$ cat src/sv/u8g_pkg.sv
`default_nettype none
package u8g_pkg;

  typedef enum logic [1:0] {
    ST_GLYPH    = 2'd0,
    ST_INVALID  = 2'd1,
    ST_NOGLYPH  = 2'd2,
    ST_REJECTED = 2'd3
  } status_t;

  typedef logic [20:0] cp_t;

  // bit 8 marks a mapped entry, bits 7..0 carry the glyph
  typedef logic [8:0] map_entry_t;

  typedef struct packed {
    logic [7:0]  glyph;
    status_t     status;
    cp_t         codepoint;
    logic [15:0] error_offset;
    logic        end_of_string;
  } result_t;

  localparam cp_t CP_MAX     = 21'h10FFFF;
  localparam cp_t SURR_LO    = 21'h00D800;
  localparam cp_t SURR_HI    = 21'h00DFFF;
  localparam cp_t MIN_TWO    = 21'h000080;
  localparam cp_t MIN_THREE  = 21'h000800;
  localparam cp_t MIN_FOUR   = 21'h010000;
  localparam cp_t CP_IEXCL   = 21'h0000A1;
  localparam cp_t CP_IQUES   = 21'h0000BF;
  localparam logic [7:0] GLYPH_IEXCL     = 8'd0;
  localparam logic [7:0] GLYPH_IQUES     = 8'd1;
  localparam logic [7:0] GLYPH_BACKSLASH = 8'd222;

  localparam map_entry_t UPPER_TAB [32] = '{
    9'd259, 9'd260, 9'd261, 9'd262, 9'd258, 9'd263, 9'd418, 9'd264,
    9'd265, 9'd266, 9'd267, 9'd268, 9'd269, 9'd270, 9'd271, 9'd272,
    9'd273, 9'd274, 9'd275, 9'd276, 9'd277, 9'd278, 9'd279, 9'd0,
    9'd280, 9'd281, 9'd282, 9'd283, 9'd284, 9'd406, 9'd286, 9'd285
  };

  localparam map_entry_t LOWER_TAB [32] = '{
    9'd287, 9'd291, 9'd292, 9'd347, 9'd349, 9'd350, 9'd419, 9'd352,
    9'd379, 9'd380, 9'd381, 9'd382, 9'd385, 9'd386, 9'd387, 9'd388,
    9'd390, 9'd391, 9'd392, 9'd393, 9'd394, 9'd395, 9'd396, 9'd0,
    9'd397, 9'd398, 9'd399, 9'd401, 9'd402, 9'd403, 9'd405, 9'd404
  };

endpackage
`default_nettype wire

$ cat src/sv/u8g_in_if.sv
`default_nettype none
interface u8g_in_if;
  logic       valid;
  logic       ready;
  logic [7:0] data_byte;
  logic       last_byte;

  modport source (output valid, output data_byte, output last_byte, input ready);
  modport sink   (input valid, input data_byte, input last_byte, output ready);
endinterface
`default_nettype wire

$ cat src/sv/u8g_out_if.sv
`default_nettype none
interface u8g_out_if;
  logic        valid;
  logic        ready;
  logic [7:0]  glyph;
  logic [1:0]  status;
  logic [20:0] codepoint;
  logic [15:0] error_offset;
  logic        end_of_string;

  modport source (output valid, output glyph, output status, output codepoint,
                  output error_offset, output end_of_string, input ready);
  modport sink   (input valid, input glyph, input status, input codepoint,
                  input error_offset, input end_of_string, output ready);
endinterface
`default_nettype wire

$ cat src/sv/u8g_glyph_map.sv
`default_nettype none
module u8g_glyph_map import u8g_pkg::*; (
  input  cp_t        cp,
  output logic       mapped,
  output logic [7:0] glyph
);

  map_entry_t ent;

  always_comb begin
    ent = '0;
    if (cp[20:7] == '0) begin
      case (cp[6:0])
        7'd35, 7'd36, 7'd91, 7'd93, 7'd94, 7'd96: ent = '0;
        7'd92: ent = {1'b1, GLYPH_BACKSLASH};
        default: begin
          if (cp[6:0] >= 7'd32 && cp[6:0] <= 7'd122) ent = {1'b1, 1'b0, cp[6:0]};
          else ent = '0;
        end
      endcase
    end else if (cp == CP_IEXCL) begin
      ent = {1'b1, GLYPH_IEXCL};
    end else if (cp == CP_IQUES) begin
      ent = {1'b1, GLYPH_IQUES};
    end else if (cp[20:8] == '0 && cp[7:6] == 2'b11) begin
      ent = cp[5] ? LOWER_TAB[cp[4:0]] : UPPER_TAB[cp[4:0]];
    end
  end

  assign mapped = ent[8];
  assign glyph  = ent[7:0];

endmodule
`default_nettype wire

$ cat src/sv/utf8_to_glyph_transcoder.sv
// Strict UTF-8 to font glyph transcoder. Bytes of a string arrive one word at a
// time with last_byte on the final one; each completed code point yields one
// result word (glyph, or no-glyph with its code point), the first malformed
// sequence yields one invalid word with its start offset, and after an error the
// string's remaining bytes are dropped until the final byte, which yields a status
// 3 word. Throughput is one byte per cycle while the skid word is empty: decode
// and table lookup sit between the accepted byte and the output register, and a
// one-word skid buffer keeps input ready while a result waits. Byte offsets
// saturate at 2^POSITION_WIDTH-1 and are reported in their low 16 bits.
`default_nettype none
module utf8_to_glyph_transcoder import u8g_pkg::*; #(
  parameter int POSITION_WIDTH = 16
) (
  input  wire          clk,
  input  wire          rst_n,
  u8g_in_if.sink       in_bus,
  u8g_out_if.source    out_bus
);

  localparam logic [POSITION_WIDTH-1:0] POS_MAX = '1;

  cp_t                      acc_r, acc_nxt;
  logic [1:0]               left_r, left_nxt;
  logic [1:0]               len_r, len_nxt;
  logic [POSITION_WIDTH-1:0] start_r, start_nxt;
  logic [POSITION_WIDTH-1:0] pos_r, pos_nxt;
  logic                     rej_r, rej_nxt;

  result_t                  out_r, skid_r, res;
  logic                     out_valid_r, skid_valid_r;
  logic                     has_res;

  logic                     accept, pop, last;
  logic [7:0]               b;
  cp_t                      cp_cont, map_cp;
  logic                     map_ok;
  logic [7:0]               map_glyph;
  logic [POSITION_WIDTH-1:0] start_cur;
  logic [1:0]               extra;
  cp_t                      lead_acc;
  logic                     bad;
  logic                     do_finish, do_invalid;

  assign b      = in_bus.data_byte;
  assign last   = in_bus.last_byte;
  assign accept = in_bus.valid && in_bus.ready;
  assign pop    = out_valid_r && out_bus.ready;

  assign in_bus.ready = !skid_valid_r;

  assign cp_cont   = {acc_r[14:0], b[5:0]};
  assign map_cp    = (left_r == 2'd0) ? {13'd0, b} : cp_cont;
  assign start_cur = (left_r == 2'd0) ? pos_r : start_r;

  u8g_glyph_map u_map (
    .cp     (map_cp),
    .mapped (map_ok),
    .glyph  (map_glyph)
  );

  always_comb begin
    extra    = 2'd0;
    lead_acc = '0;
    if (b[7:5] == 3'b110) begin
      extra = 2'd1; lead_acc = {16'd0, b[4:0]};
    end else if (b[7:4] == 4'b1110) begin
      extra = 2'd2; lead_acc = {17'd0, b[3:0]};
    end else if (b[7:3] == 5'b11110) begin
      extra = 2'd3; lead_acc = {18'd0, b[2:0]};
    end
  end

  always_comb begin
    bad = (len_r == 2'd1 && cp_cont < MIN_TWO) ||
          (len_r == 2'd2 && cp_cont < MIN_THREE) ||
          (len_r == 2'd3 && cp_cont < MIN_FOUR) ||
          (cp_cont >= SURR_LO && cp_cont <= SURR_HI) ||
          cp_cont > CP_MAX;
  end

  always_comb begin
    acc_nxt    = acc_r;
    left_nxt   = left_r;
    len_nxt    = len_r;
    start_nxt  = start_r;
    rej_nxt    = rej_r;
    pos_nxt    = (pos_r == POS_MAX) ? pos_r : pos_r + 1'b1;
    has_res    = 1'b0;
    do_finish  = 1'b0;
    do_invalid = 1'b0;
    res        = '0;
    res.end_of_string = last;

    if (rej_r) begin
      if (last) begin
        has_res    = 1'b1;
        res.status = ST_REJECTED;
      end
    end else if (left_r == 2'd0) begin
      start_nxt = pos_r;
      if (!b[7]) begin
        do_finish = 1'b1;
      end else if (extra == 2'd0 || last) begin
        do_invalid = 1'b1;
      end else begin
        acc_nxt  = lead_acc;
        left_nxt = extra;
        len_nxt  = extra;
      end
    end else if (b[7:6] != 2'b10) begin
      do_invalid = 1'b1;
    end else begin
      acc_nxt  = cp_cont;
      left_nxt = left_r - 2'd1;
      if (left_r == 2'd1) begin
        if (bad) do_invalid = 1'b1;
        else     do_finish  = 1'b1;
      end else if (last) begin
        do_invalid = 1'b1;
      end
    end

    if (do_invalid) begin
      has_res          = 1'b1;
      rej_nxt          = 1'b1;
      left_nxt         = 2'd0;
      res.status       = ST_INVALID;
      res.error_offset = 16'(start_cur);
    end else if (do_finish) begin
      has_res       = 1'b1;
      res.codepoint = map_cp;
      if (map_ok) begin
        res.status = ST_GLYPH;
        res.glyph  = map_glyph;
      end else begin
        rej_nxt          = 1'b1;
        res.status       = ST_NOGLYPH;
        res.error_offset = 16'(start_cur);
      end
    end

    if (last) begin
      acc_nxt   = '0;
      left_nxt  = 2'd0;
      len_nxt   = 2'd0;
      start_nxt = '0;
      pos_nxt   = '0;
      rej_nxt   = 1'b0;
    end
  end

  always_ff @(posedge clk) begin
    if (!rst_n) begin
      acc_r   <= '0;
      left_r  <= 2'd0;
      len_r   <= 2'd0;
      start_r <= '0;
      pos_r   <= '0;
      rej_r   <= 1'b0;
    end else if (accept) begin
      acc_r   <= acc_nxt;
      left_r  <= left_nxt;
      len_r   <= len_nxt;
      start_r <= start_nxt;
      pos_r   <= pos_nxt;
      rej_r   <= rej_nxt;
    end
  end

  // output word plus one skid word
  always_ff @(posedge clk) begin
    if (!rst_n) begin
      out_valid_r  <= 1'b0;
      skid_valid_r <= 1'b0;
    end else if (skid_valid_r) begin
      if (pop) begin
        out_valid_r  <= 1'b1;
        skid_valid_r <= 1'b0;
      end
    end else if (!out_valid_r || pop) begin
      out_valid_r <= accept && has_res;
    end else if (accept && has_res) begin
      skid_valid_r <= 1'b1;
    end
  end

  always_ff @(posedge clk) begin
    if (skid_valid_r) begin
      if (pop) out_r <= skid_r;
    end else if (!out_valid_r || pop) begin
      out_r <= res;
    end else if (accept && has_res) begin
      skid_r <= res;
    end
  end

  assign out_bus.valid         = out_valid_r;
  assign out_bus.glyph         = out_r.glyph;
  assign out_bus.status        = out_r.status;
  assign out_bus.codepoint     = out_r.codepoint;
  assign out_bus.error_offset  = out_r.error_offset;
  assign out_bus.end_of_string = out_r.end_of_string;

  a_skid_behind_out: assert property (@(posedge clk) disable iff (!rst_n)
    skid_valid_r |-> out_valid_r)
    else $error("skid word held without output word");

  a_last_clears: assert property (@(posedge clk) disable iff (!rst_n)
    (accept && last) |=> (left_r == 2'd0 && !rej_r && pos_r == '0))
    else $error("string state not cleared after final byte");

  a_pending_not_rejected: assert property (@(posedge clk) disable iff (!rst_n)
    (left_r != 2'd0) |-> !rej_r)
    else $error("sequence pending in rejected string");

  a_rejected_word_is_end: assert property (@(posedge clk) disable iff (!rst_n)
    (accept && has_res && res.status == ST_REJECTED) |-> res.end_of_string)
    else $error("status 3 word not at string end");

endmodule
`default_nettype wire
$ cat src/flat_wrapper.sv
// flat-port wrapper written by rule: the top's interface ports become plain ports
module utf8_to_glyph_transcoder_flat import u8g_pkg::*;
#(
  parameter int POSITION_WIDTH = 16
)
  (clk, rst_n, in_bus_valid, in_bus_data_byte, in_bus_last_byte, in_bus_ready, out_bus_valid, out_bus_glyph, out_bus_status, out_bus_codepoint, out_bus_error_offset, out_bus_end_of_string, out_bus_ready);
  u8g_in_if in_bus_i ();
  u8g_out_if out_bus_i ();
  input  wire clk;
  input  wire rst_n;
  input wire logic [$bits(in_bus_i.valid)-1:0] in_bus_valid;
  input wire logic [$bits(in_bus_i.data_byte)-1:0] in_bus_data_byte;
  input wire logic [$bits(in_bus_i.last_byte)-1:0] in_bus_last_byte;
  output wire logic [$bits(in_bus_i.ready)-1:0] in_bus_ready;
  output wire logic [$bits(out_bus_i.valid)-1:0] out_bus_valid;
  output wire logic [$bits(out_bus_i.glyph)-1:0] out_bus_glyph;
  output wire logic [$bits(out_bus_i.status)-1:0] out_bus_status;
  output wire logic [$bits(out_bus_i.codepoint)-1:0] out_bus_codepoint;
  output wire logic [$bits(out_bus_i.error_offset)-1:0] out_bus_error_offset;
  output wire logic [$bits(out_bus_i.end_of_string)-1:0] out_bus_end_of_string;
  input wire logic [$bits(out_bus_i.ready)-1:0] out_bus_ready;
  assign in_bus_i.valid = in_bus_valid;
  assign in_bus_i.data_byte = in_bus_data_byte;
  assign in_bus_i.last_byte = in_bus_last_byte;
  assign in_bus_ready = in_bus_i.ready;
  assign out_bus_valid = out_bus_i.valid;
  assign out_bus_glyph = out_bus_i.glyph;
  assign out_bus_status = out_bus_i.status;
  assign out_bus_codepoint = out_bus_i.codepoint;
  assign out_bus_error_offset = out_bus_i.error_offset;
  assign out_bus_end_of_string = out_bus_i.end_of_string;
  assign out_bus_i.ready = out_bus_ready;
  utf8_to_glyph_transcoder #(.POSITION_WIDTH(POSITION_WIDTH)) u_core (.clk(clk), .rst_n(rst_n), .in_bus(in_bus_i), .out_bus(out_bus_i));
endmodule
$ cat config.mk
export PLATFORM = sky130hd
export DESIGN_NAME = utf8_to_glyph_transcoder_flat
export DESIGN_NICKNAME = d
export VERILOG_FILES = /design/src/sv/u8g_pkg.sv /design/src/sv/u8g_in_if.sv /design/src/sv/u8g_out_if.sv /design/src/sv/u8g_glyph_map.sv /design/src/sv/utf8_to_glyph_transcoder.sv /design/src/flat_wrapper.sv
export SDC_FILE = /design/constraint.sdc
export NUM_CORES = 1
export LEC_CHECK = 0
export BUFFER_PORTS_ARGS = -buffer_cell sky130_fd_sc_hd__buf_4
export CORE_MARGIN = 2
export CORE_UTILIZATION = 49
export CTS_CLUSTER_DIAMETER = 60
export CTS_CLUSTER_SIZE = 10
export DETAILED_ROUTE_END_ITERATION = 8
export PLACE_DENSITY = 0.67
export REMOVE_ABC_BUFFERS = 1
export SLEW_MARGIN = 5
export SYNTH_ARGS = -nofsm -noshare
export SYNTH_HDL_FRONTEND = slang
export SYNTH_SLANG_ARGS = --single-unit
$ cat constraint.sdc
create_clock -name clk -period 14.85 [get_ports clk]
set_input_delay 0.7425 -clock clk [delete_from_list [all_inputs] [get_ports clk]]
set_output_delay 0.7425 -clock clk [all_outputs]
set_load 0.01 [all_outputs]
==> results of run 1 <==
==> power breakdown <==
part	switching, mW	internal, mW	total (mW)
Combinational	0.0700	0.0412	0.111
Clock	0.182	0.296	0.478
Sequential	0.00746	0.464	0.472
==> routing by layer <==
layer / track usage, % / vias up
li1: - / 2708
met1: 32.70 / 2750
met5: 0 / -
met2: 33.52 / 176
met4: 7.628 / 0
met3: 3.727 / 27
==> layout by cell type, fill, tap and decap left out, types with 18 or more instances in the layout <==
| cell type | instances |
|---|---|
| clkbuf_16 | 18 |
| a22oi_1 | 22 |
| mux2i_1 | 19 |
| nor2_1 | 102 |
| mux2_2 | 20 |
| edfxtp_1 | 96 |
| and2_1 | 22 |
| buf_4 | 68 |
| a21oi_1 | 34 |
| o21ai_0 | 20 |
| nand2_1 | 61 |
| dfxtp_1 | 53 |
==> state kept, by name (all words and copies together), names as in the netlist, 2 cells and up <==
signal / count
u_core.acc_r: 15
u_core.left_r: 2
u_core.len_r: 2
u_core.out_bus.codepoint: 21
u_core.out_bus.error_offset: 16
u_core.out_bus.glyph: 8
u_core.out_bus.status: 2
u_core.pos_r: 16
u_core.skid_r: 48
u_core.start_r: 16
==> layout make-up <==
| cell class | instances | area (µm²) |
|---|---|---|
| Tap cell | 184 | 230.2 |
| Sequential cell | 150 | 3965 |
| Clock inverter | 14 | 207.7 |
| Inverter | 13 | 48.80 |
| Fill cell | 1226 | 6005 |
| Timing Repair Buffer | 68 | 510.5 |
| Clock buffer | 18 | 450.4 |
| Multi-Input combinational cell | 495 | 3227 |
==> worst max-delay path by stage <==
| stage | startpoint | end | depth (start not counted) |
|---|---|---|---|
| 6_report | in_bus_data_byte[0] | u_core.skid_r[1]$_DFFE_PP_ | 9 |
| 5_1_grt | in_bus_data_byte[0] | u_core.skid_r[2]$_DFFE_PP_ | 9 |
| 4_1_cts | in_bus_data_byte[0] | u_core.skid_r[2]$_DFFE_PP_ | 9 |
| 3_5_place_dp | in_bus_data_byte[0] | u_core.skid_r[10]$_DFFE_PP_ | 9 |
| 3_3_place_gp | in_bus_data_byte[0] | u_core.skid_r[18]$_DFFE_PP_ | 9 |
| 2_1_floorplan | in_bus_data_byte[0] | u_core.skid_r[0]$_DFFE_PP_ | 7 |
==> worst reg2reg max path: stages (launching register included) <==
cell and delay (ns):
dfxtp_1 0.57, nand4b_1 0.15, nor4_1 0.78, o211ai_1 0.27
a21boi_2 0.51, nor2_1 0.39, a2111oi_2 0.38, buf_4 0.60
==> logic make-up (layout without fill, tap and decap cells) <==
group,after synthesis,after routing
simple gates,270,270
compound gates,162,162
flops,150,150
buf+inv,61,113
mux,40,40
xor+xnor,15,15
fa+ha+maj,8,8
==> stage by stage <==
| stage | total power, mW | hold WS [ns] |
|---|---|---|
| final | 1.061 | 0.5003 |
| after global routing | 1.095 | 0.5256 |
| after CTS | 1.067 | 0.5044 |
| after detailed placement | 0.5911 | 0.4890 |
| after global placement | 0.5895 | 0.4781 |
| after floorplan | 0.5392 | 0.4647 |
==> reports/metrics.csv, run 1 <==
metric,value,unit
vias,5661,
cts_resized,0,
critPathBufInv,2,
crit_required,14.90,ns
wirelength,17510,µm
synthMuxAreaShare,5.901,%
place_ws,10.08,ns
synth_common_cells,"103 x nor2_1, 96 x edfxtp_1, 61 x nand2_1",
worstPathCellList,buf_4 > ha_1 > nand4b_1 > nor4_1 > o211ai_1 > a21boi_2 > nor2_1 > a2111oi_2 > buf_4,
synth.most_common_cell,nor2_1,
slew_violations,0,
endpoint_kind,register,
synth.avg_cell_area,10.51,µm²
max_slew_margin,22.66,%
ys_types,70,
synth_top_area_share,38.85,%
wl_met3,846,µm
power.leakage,3.346,nW
clk_latency,0.43,ns
antenna_found_initial,0,
clk_pin_slew,0.06,ns
htreeDepth,4,
synthXorXnorAreaFrac,1.770,%
fmax,227.3,MHz
gp_congestion,0.8925,
overflow,0,
die-area,16150,µm²
die_h,127.1,µm
wl_per_cell,18.59,µm
ys_async_sr_fraction,0,%
wl_met1,8442,µm
port_buffers,62,
netlist_area,7421,µm²
grt_max_degree,60,
initial_core_util,50.67,%
cts_buffer_depth,2,
synth_edf_count,96,
r2r_slack,10.80,ns
grt_pass1_vias,5278,
ant_nets,0,
postCtsSetupRepairBufs,0,
period_share,29.63,%
die_w,127.1,µm
stdcell_area,8640,µm²
core-area,14640,µm²
synthTopCellsByArea,"edfxtp_1 39%, dfxtp_1 15%, nor2_1 5.2%",
drtIter0Drc,513,
antenna_cells,0,
wl_met2,7909,µm
worst_path_max_delay_cell,nor4_1,
holdBufCountCts,0,
final_util,59.00,%
synth_compound_area_share,16.54,%
worstMarginPinSlew,1.152,ns
ys_warn_count,0,
area_delta_synth_final,16.42,%
synthSimpleGateAreaFrac,17.65,%
viasPerCell,6.010,
drc_errors,0,
holdPathEnd,u_core.start_r[11]$_SDFFE_PN0P_,
synth_adder_area_share,1.349,%
io_pins,63,
rsz0062_at_grt,no,
cap_violations,0,
place_hpwl,11390,µm
final_hold_viol_count,0,
worstPathArrival,4.45,ns
synth_cells,706,
whs_path_depth,2,
status,finished clean,
synth.largest_area_cell,edfxtp_1,
fin_cells,942,
cpPeakStageDelay,0.78,ns
critical-path-top-delay-family,simple AND/OR/NAND/NOR gates,
reg2reg_from,u_core.acc_r[1]$_SDFFE_PN0P_,
critPathLaunchType,primary input,
synth_top_family_by_area,simple AND/OR/NAND/NOR gates,
num-nets-final,766,
hp-start,u_core.start_r[11]$_SDFFE_PN0P_,
ctsRootBufferMaster,clkbuf_16,
crit_top_cell,buf_4,
worst_hold_path_type,reg -> reg,
yosys_most_used_dff,edfxtp_1,
place_inst,910,
setup_tns,0,ns
grt_pass1_wl,28430,µm
peakVddDrop,0.08224,mV
final_layout_size_suffix_gt1_share,20.32,%
dpl-instance-area,7981,µm²
fin_crit,4.400,ns
top_layer_used,met4,
rows,44,
synth-seq-cells,150,
grtUsageTotal,22.23,%
path_class,in -> reg,
dr.pass1.iters,5,
clock_skew,0.01464,ns
r2r_end,u_core.skid_r[1]$_DFFE_PP_,
cts_tree,yes,
ys_seq_area_share,53.41,%
cts_inserted_buffers,17,
worst-path-max-fanout,48,
ff2ff_path_depth,7,
powerDensity,122.8,nW/µm²
postLayoutSetupSlackWorst,10.45,ns
clock-sinks,150,
setup_violations,0,
Power figures use the tool's default switching activity.
==> inputs of run 2 (changes only) <==
- PLACE_DENSITY: 0.67 -> 0.7
- clock period: 14.85 -> 3.8 ns (I/O delays scaled with it)
==> reports/metrics.csv, run 2 (same netlist as run 1, synthesis figures left out) <==
metric,value,unit
status,finished clean,
p_int,2.953,mW
cap_violations,0,
pwr-share-seq,47.2,%
endpoint_kind,register,
initial_core_util,50.67,%
rsz0062_at_grt,no,
final_cell_mix,"102 x nor2_1, 96 x edfxtp_1, 77 x buf_4, 61 x nand2_1, 53 x dfxtp_1",
holdBufCountCts,0,
viasPerCell,6.022,
largest_reg_flops,48,
p_total,3.916,mW
setup_tns,0,ns
layout_commonest_cell,nor2_1,
clock_skew,0.004714,ns
cts_inserted_buffers,17,
grt_max_degree,46,
place_ws,0.6368,ns
crit_required,3.90,ns
setup_violations,0,
powerDensity,452.6,nW/µm²
fin_crit,3.118,ns
vias,5739,
cts_resized,0,
antenna_found_initial,0,
worst-path-max-fanout,18,
io_pins,63,
wirelength,17600,µm
drc_errors,0,
power.leakage,3.361,nW
slew_violations,0,
fmax,320.7,MHz
die_w,127.1,µm
largest_register,u_core.skid_r,
antenna_cells,0,
postLayoutSetupSlackWorst,0.6819,ns
num-nets-final,777,
path_class,reg -> reg,
worstMarginPinSlew,1.251,ns
port_buffers,62,
clockPowerShare,41.5,%
die_h,127.1,µm
postCtsSetupRepairBufs,0,
period_share,82.05,%
grt_pass1_vias,5466,
switching_share,24.61,%
clock-sinks,150,
die-area,16150,µm²
grtUsageTotal,22.19,%
final_hold_viol_count,0,
place_hpwl,11920,µm
overflow,0,
critPathLaunchType,register,
ctsRootBufferMaster,clkbuf_16,
rows,44,
ff2ff_path_depth,8,
clk_latency,0.42,ns
whs,0.06133,ns
drtIter0Drc,487,
grt_pass1_wl,28480,µm
wl_per_cell,18.47,µm
final_layout_size_suffix_gt1_share,21.07,%
dr.pass1.iters,6,
core-area,14640,µm²
peakVddDrop,0.3016,mV
worst_hold_path_type,in -> reg,
whs_path_depth,1,
area_delta_synth_final,16.61,%
cts_tree,yes,
clk_pin_slew,0.06,ns
gp_congestion,0.9789,
comb_power_share,11.4,%
htreeDepth,4,
cts_buffer_depth,2,
ant_nets,0,
power_switching,963.8,µW
worstPathArrival,3.22,ns
max_slew_margin,16.04,%
==> run 2: cell count changes in the layout (fill, tap and decap cells not counted) <==
cell	before	now
buf_12	0	2
buf_4	68	77
bufinv_16	4	2
clkbuf_1	0	3
clkbuf_16	18	17
clkinv_2	1	5
clkinv_4	3	2
inv_6	3	2
inv_8	2	0
==> run 2: worst paths after layout <==
path,startpoint,to,slack (ns)
worst max register to register,u_core.acc_r[7]$_SDFFE_PN0P_,u_core.skid_r[2]$_DFFE_PP_,0.68
worst max-delay path,u_core.acc_r[7]$_SDFFE_PN0P_,u_core.skid_r[2]$_DFFE_PP_,0.68
worst min register to register,u_core.start_r[15]$_SDFFE_PN0P_,u_core.start_r[15]$_SDFFE_PN0P_,0.50
worst min-delay path,in_bus_last_byte,u_core.skid_r[0]$_DFFE_PP_,0.06
==> run 2: per-stage QoR <==
| stage | util, % | cells | area [µm²] |
|---|---|---|---|
| after floorplan | - | 658 | 7219 |
| after global placement | 55.24 | 921 | 8089 |
| after detailed placement | 55.24 | 921 | 8089 |
| after CTS | 59.09 | 953 | 8653 |
| after global routing | 59.09 | 953 | 8653 |
| final | 59.09 | 953 | 8653 |
==> run 2: critical path, cell delays in order (launching register included) <==
cell and delay (ns):
dfxtp_1 0.37, nor4_1 0.57, nand4b_1 0.17, o211ai_1 0.18, nand2_1 0.11, o21ai_2 0.27, nor2_1 0.17, a2111oi_2 0.58
buf_4 0.38
==> run 2: metal layers <==
| metal | part of all wire [%] | wire length, µm | GRT usage [%] | vias up |
|---|---|---|---|---|
| met3 | 5.5 | 972 | 3.601 | 31 |
| li1 | - | - | - | 2722 |
| met1 | 47 | 8185 | 31.45 | 2793 |
| met2 | 46 | 8088 | 34.44 | 193 |
| met4 | 2.0 | 352 | 8.597 | 0 |
| met5 | 0 | 0 | 0 | - |
==> run 2: layout make-up <==
class	count	area [µm²]
fillers	1207	5991
flip-flops and latches	150	3965
multi-input cells	495	3227
repair buffers	79	618.1
clock buffers	20	436.7
well taps	184	230.2
clock inverters	12	127.6
inverters	13	48.80
==> run 2: power by group through the flow <==
stage,Sequential (mW),Clock [mW],Combinational (mW)
4_1_cts,1.85,1.65,0.446
5_1_grt,1.85,1.71,0.483
6_report,1.85,1.62,0.445
3_3_place_gp,1.88,0,0.440
2_1_floorplan,1.92,0,0.188
3_5_place_dp,1.88,0,0.444
==> inputs of run 3 (changes only) <==
- ABC_AREA: default -> 1
- clock period: 3.8 -> 2.6 ns (I/O delays scaled with it)
==> reports/metrics.csv, run 3 <==
metric,value,unit
clock-sinks,150,
postLayoutSetupSlackWorst,0.2557,ns
worst_hold_path_type,in -> reg,
ff2ff_path_depth,15,
antenna_cells,0,
drtIter0Drc,619,
worstPathArrival,2.53,ns
place_hpwl,12610,µm
rows,45,
ctsRootBufferMaster,clkbuf_16,
gp_congestion,0.9083,
wl_per_cell,14.95,µm
endpoint_kind,register,
port_buffers,62,
die-area,16490,µm²
cts_buffer_depth,2,
grt_max_degree,72,
worstPathCellList,nor2_4 > buf_4 > nand2_1 > o21ai_4 > inv_2 > nor3_4 > nand3_2 > nand2_2 > inv_2 > nand2_2 > nand2_2 > nand2_4 > a21oi_1 > nand2_1 > nand2_1,
r2r_slack,0.26,ns
cts_tree,yes,
ys_warn_count,0,
layout_commonest_cell,nand2_1,
antenna_found_initial,0,
r2r_end,u_core.out_bus.error_offset[15]$_DFFE_PP_,
core-area,15150,µm²
synth_edf_count,96,
synth-seq-cells,150,
ys_types,42,
final_cell_mix,"277 x nand2_1, 108 x inv_1, 96 x edfxtp_1, 81 x nor2_1, 79 x buf_4",
synth.most_common_cell,nand2_1,
drc_errors,0,
status,finished clean,
synth_common_cells,"277 x nand2_1, 108 x inv_1, 96 x edfxtp_1",
largest_register,u_core.skid_r,
hp-start,in_bus_data_byte[1],
wirelength,18030,µm
worstMarginPinSlew,1.090,ns
synthTopCellsByArea,"edfxtp_1 38%, dfxtp_1 14%, nand2_1 14%",
io_pins,63,
rsz0062_at_grt,no,
power.leakage,3.964,nW
crit_required,2.78,ns
fmax,426.6,MHz
final_hold_viol_count,0,
whs,0.03014,ns
whs_path_depth,3,
ant_nets,0,
peakVddDrop,0.4012,mV
yosys_most_used_dff,edfxtp_1,
slew_violations,0,
setup_violations,0,
overflow,0,
synth_cells,943,
synth_top_area_share,38.00,%
area_delta_synth_final,17.71,%
dr.pass1.iters,5,
cap_violations,0,
netlist_area,7586,µm²
die_h,128.4,µm
cpPeakStageDelay,0.36,ns
ys_async_sr_fraction,0,%
ys_seq_area_share,52.25,%
grtUsageTotal,22.71,%
holdPathEnd,u_core.acc_r[1]$_SDFFE_PN0P_,
worst_path_max_delay_cell,dfxtp_1,
synth.avg_cell_area,8.045,µm²
die_w,128.4,µm
path_class,reg -> reg,
stdcell_area,8930,µm²
critPathLaunchType,register,
powerDensity,681.6,nW/µm²
max_slew_margin,27.07,%
viasPerCell,5.329,
clk_latency,0.42,ns
place_ws,0.1724,ns
clock_skew,0.006112,ns
grt_pass1_wl,29380,µm
num-nets-final,1026,
clk_pin_slew,0.06,ns
final_layout_size_suffix_gt1_share,14.93,%
synth.largest_area_cell,edfxtp_1,
initial_core_util,50.09,%
largest_reg_flops,48,
critical-path-top-delay-family,simple AND/OR/NAND/NOR gates,
worst-path-max-fanout,17,
critPathBufInv,3,
crit_start,u_core.left_r[1]$_SDFFE_PN0P_,
fin_crit,2.344,ns
htreeDepth,4,
vias,6427,
cts_inserted_buffers,17,
reg2reg_from,u_core.left_r[1]$_SDFFE_PN0P_,
period_share,90.17,%
dpl-instance-area,8289,µm²
grt_pass1_vias,5806,
## run 3: cell count changes after synthesis, moves of 10 or more
cell     change
nand2_1    +216
nor2_1      -21
mux2_2      -20
nand3_1     +26
and2_1      -22
a22oi_1     -21
a21oi_1     +26
a21oi_2     +10
o31ai_2     -14
mux2i_1     -19
inv_1       +99
and3_1      -14
o21ai_0     +53
o31ai_1     -15
## run 3: per-layer routing
| layer | vias up | routed length [µm] | share of wire (%) | track usage, % |
|---|---|---|---|---|
| li1 | 3242 | - | - | - |
| met1 | 2962 | 8839 | 49 | 34.01 |
| met2 | 202 | 7905 | 44 | 33.51 |
| met3 | 21 | 1043 | 5.8 | 3.950 |
| met4 | 0 | 240 | 1.3 | 7.498 |
| met5 | - | 0 | 0 | 0 |
## run 3: cells by family (layout without fill, tap and decap cells)
kind of cell             count (synthesis)  after routing  synth area share (%)
AO/OA/AOI/OAI                          183            183                 13.74
XOR/XNOR                                 2              2                0.2310
flip-flops                             150            150                 52.25
adder cells (fa/ha/maj)                  8              8                 1.320
AND/OR/NAND/NOR                        444            444                 24.43
buffers and inverters                  156            231                 8.032
## run 3: how the worst max path moves through the flow
stage	end	slack, ns	depth (start not counted)
floorplan	u_core.skid_r[0]$_DFFE_PP_	-1.91	8
global placement	u_core.skid_r[19]$_DFFE_PP_	0.15	15
detailed placement	u_core.out_bus.error_offset[5]$_DFFE_PP_	0.17	15
CTS	u_core.out_bus.error_offset[5]$_DFFE_PP_	0.13	15
global route	u_core.out_bus.error_offset[1]$_DFFE_PP_	0.03	15
finish	u_core.out_bus.error_offset[15]$_DFFE_PP_	0.26	15
## run 3: power by group
group          leakage (nW)  total [mW]  internal (mW)  switching, mW
sequential             1.41        2.75           2.69         0.0595
combinational          2.26       0.789          0.280          0.509
clock                 0.295        2.55           1.60          0.946
## run 3: timing repair
| item | in CTS | in global routing |
|---|---|---|
| setup buffers | 0 | 2 |
| gates resized for setup | 0 | 2 |
| endpoints found under the setup margin | 0 | 58 |
| hold endpoints to repair | 2 | 0 |
| hold buffers | 1 | 0 |
## run 3: worst reg2reg max path: cells and delay by family, from the launching register on
family	cells	cell delay, ns
compound gates	2	0.26
buf+inv	3	0.33
flops	1	0.36
simple gates	10	1.17
## run 3: per-stage QoR
stage	total power, mW	util (%)	instances	TNS (ns)
final	6.086	58.96	1206	0
after global placement	3.574	54.73	1171	0
after CTS	6.117	58.83	1204	0
after global routing	6.313	58.96	1206	0
after floorplan	3.227	-	904	-170.22
after detailed placement	3.580	54.73	1171	0
## run 3: final cells by class
type / count / area (µm²)
Clock buffer: 19 / 432.9
Multi-Input combinational cell: 637 / 3035
Fill cell: 1366 / 6216
Clock inverter: 13 / 177.7
Sequential cell: 150 / 3966
Timing Repair Buffer: 82 / 643.1
Inverter: 117 / 439.2
Tap cell: 188 / 235.2
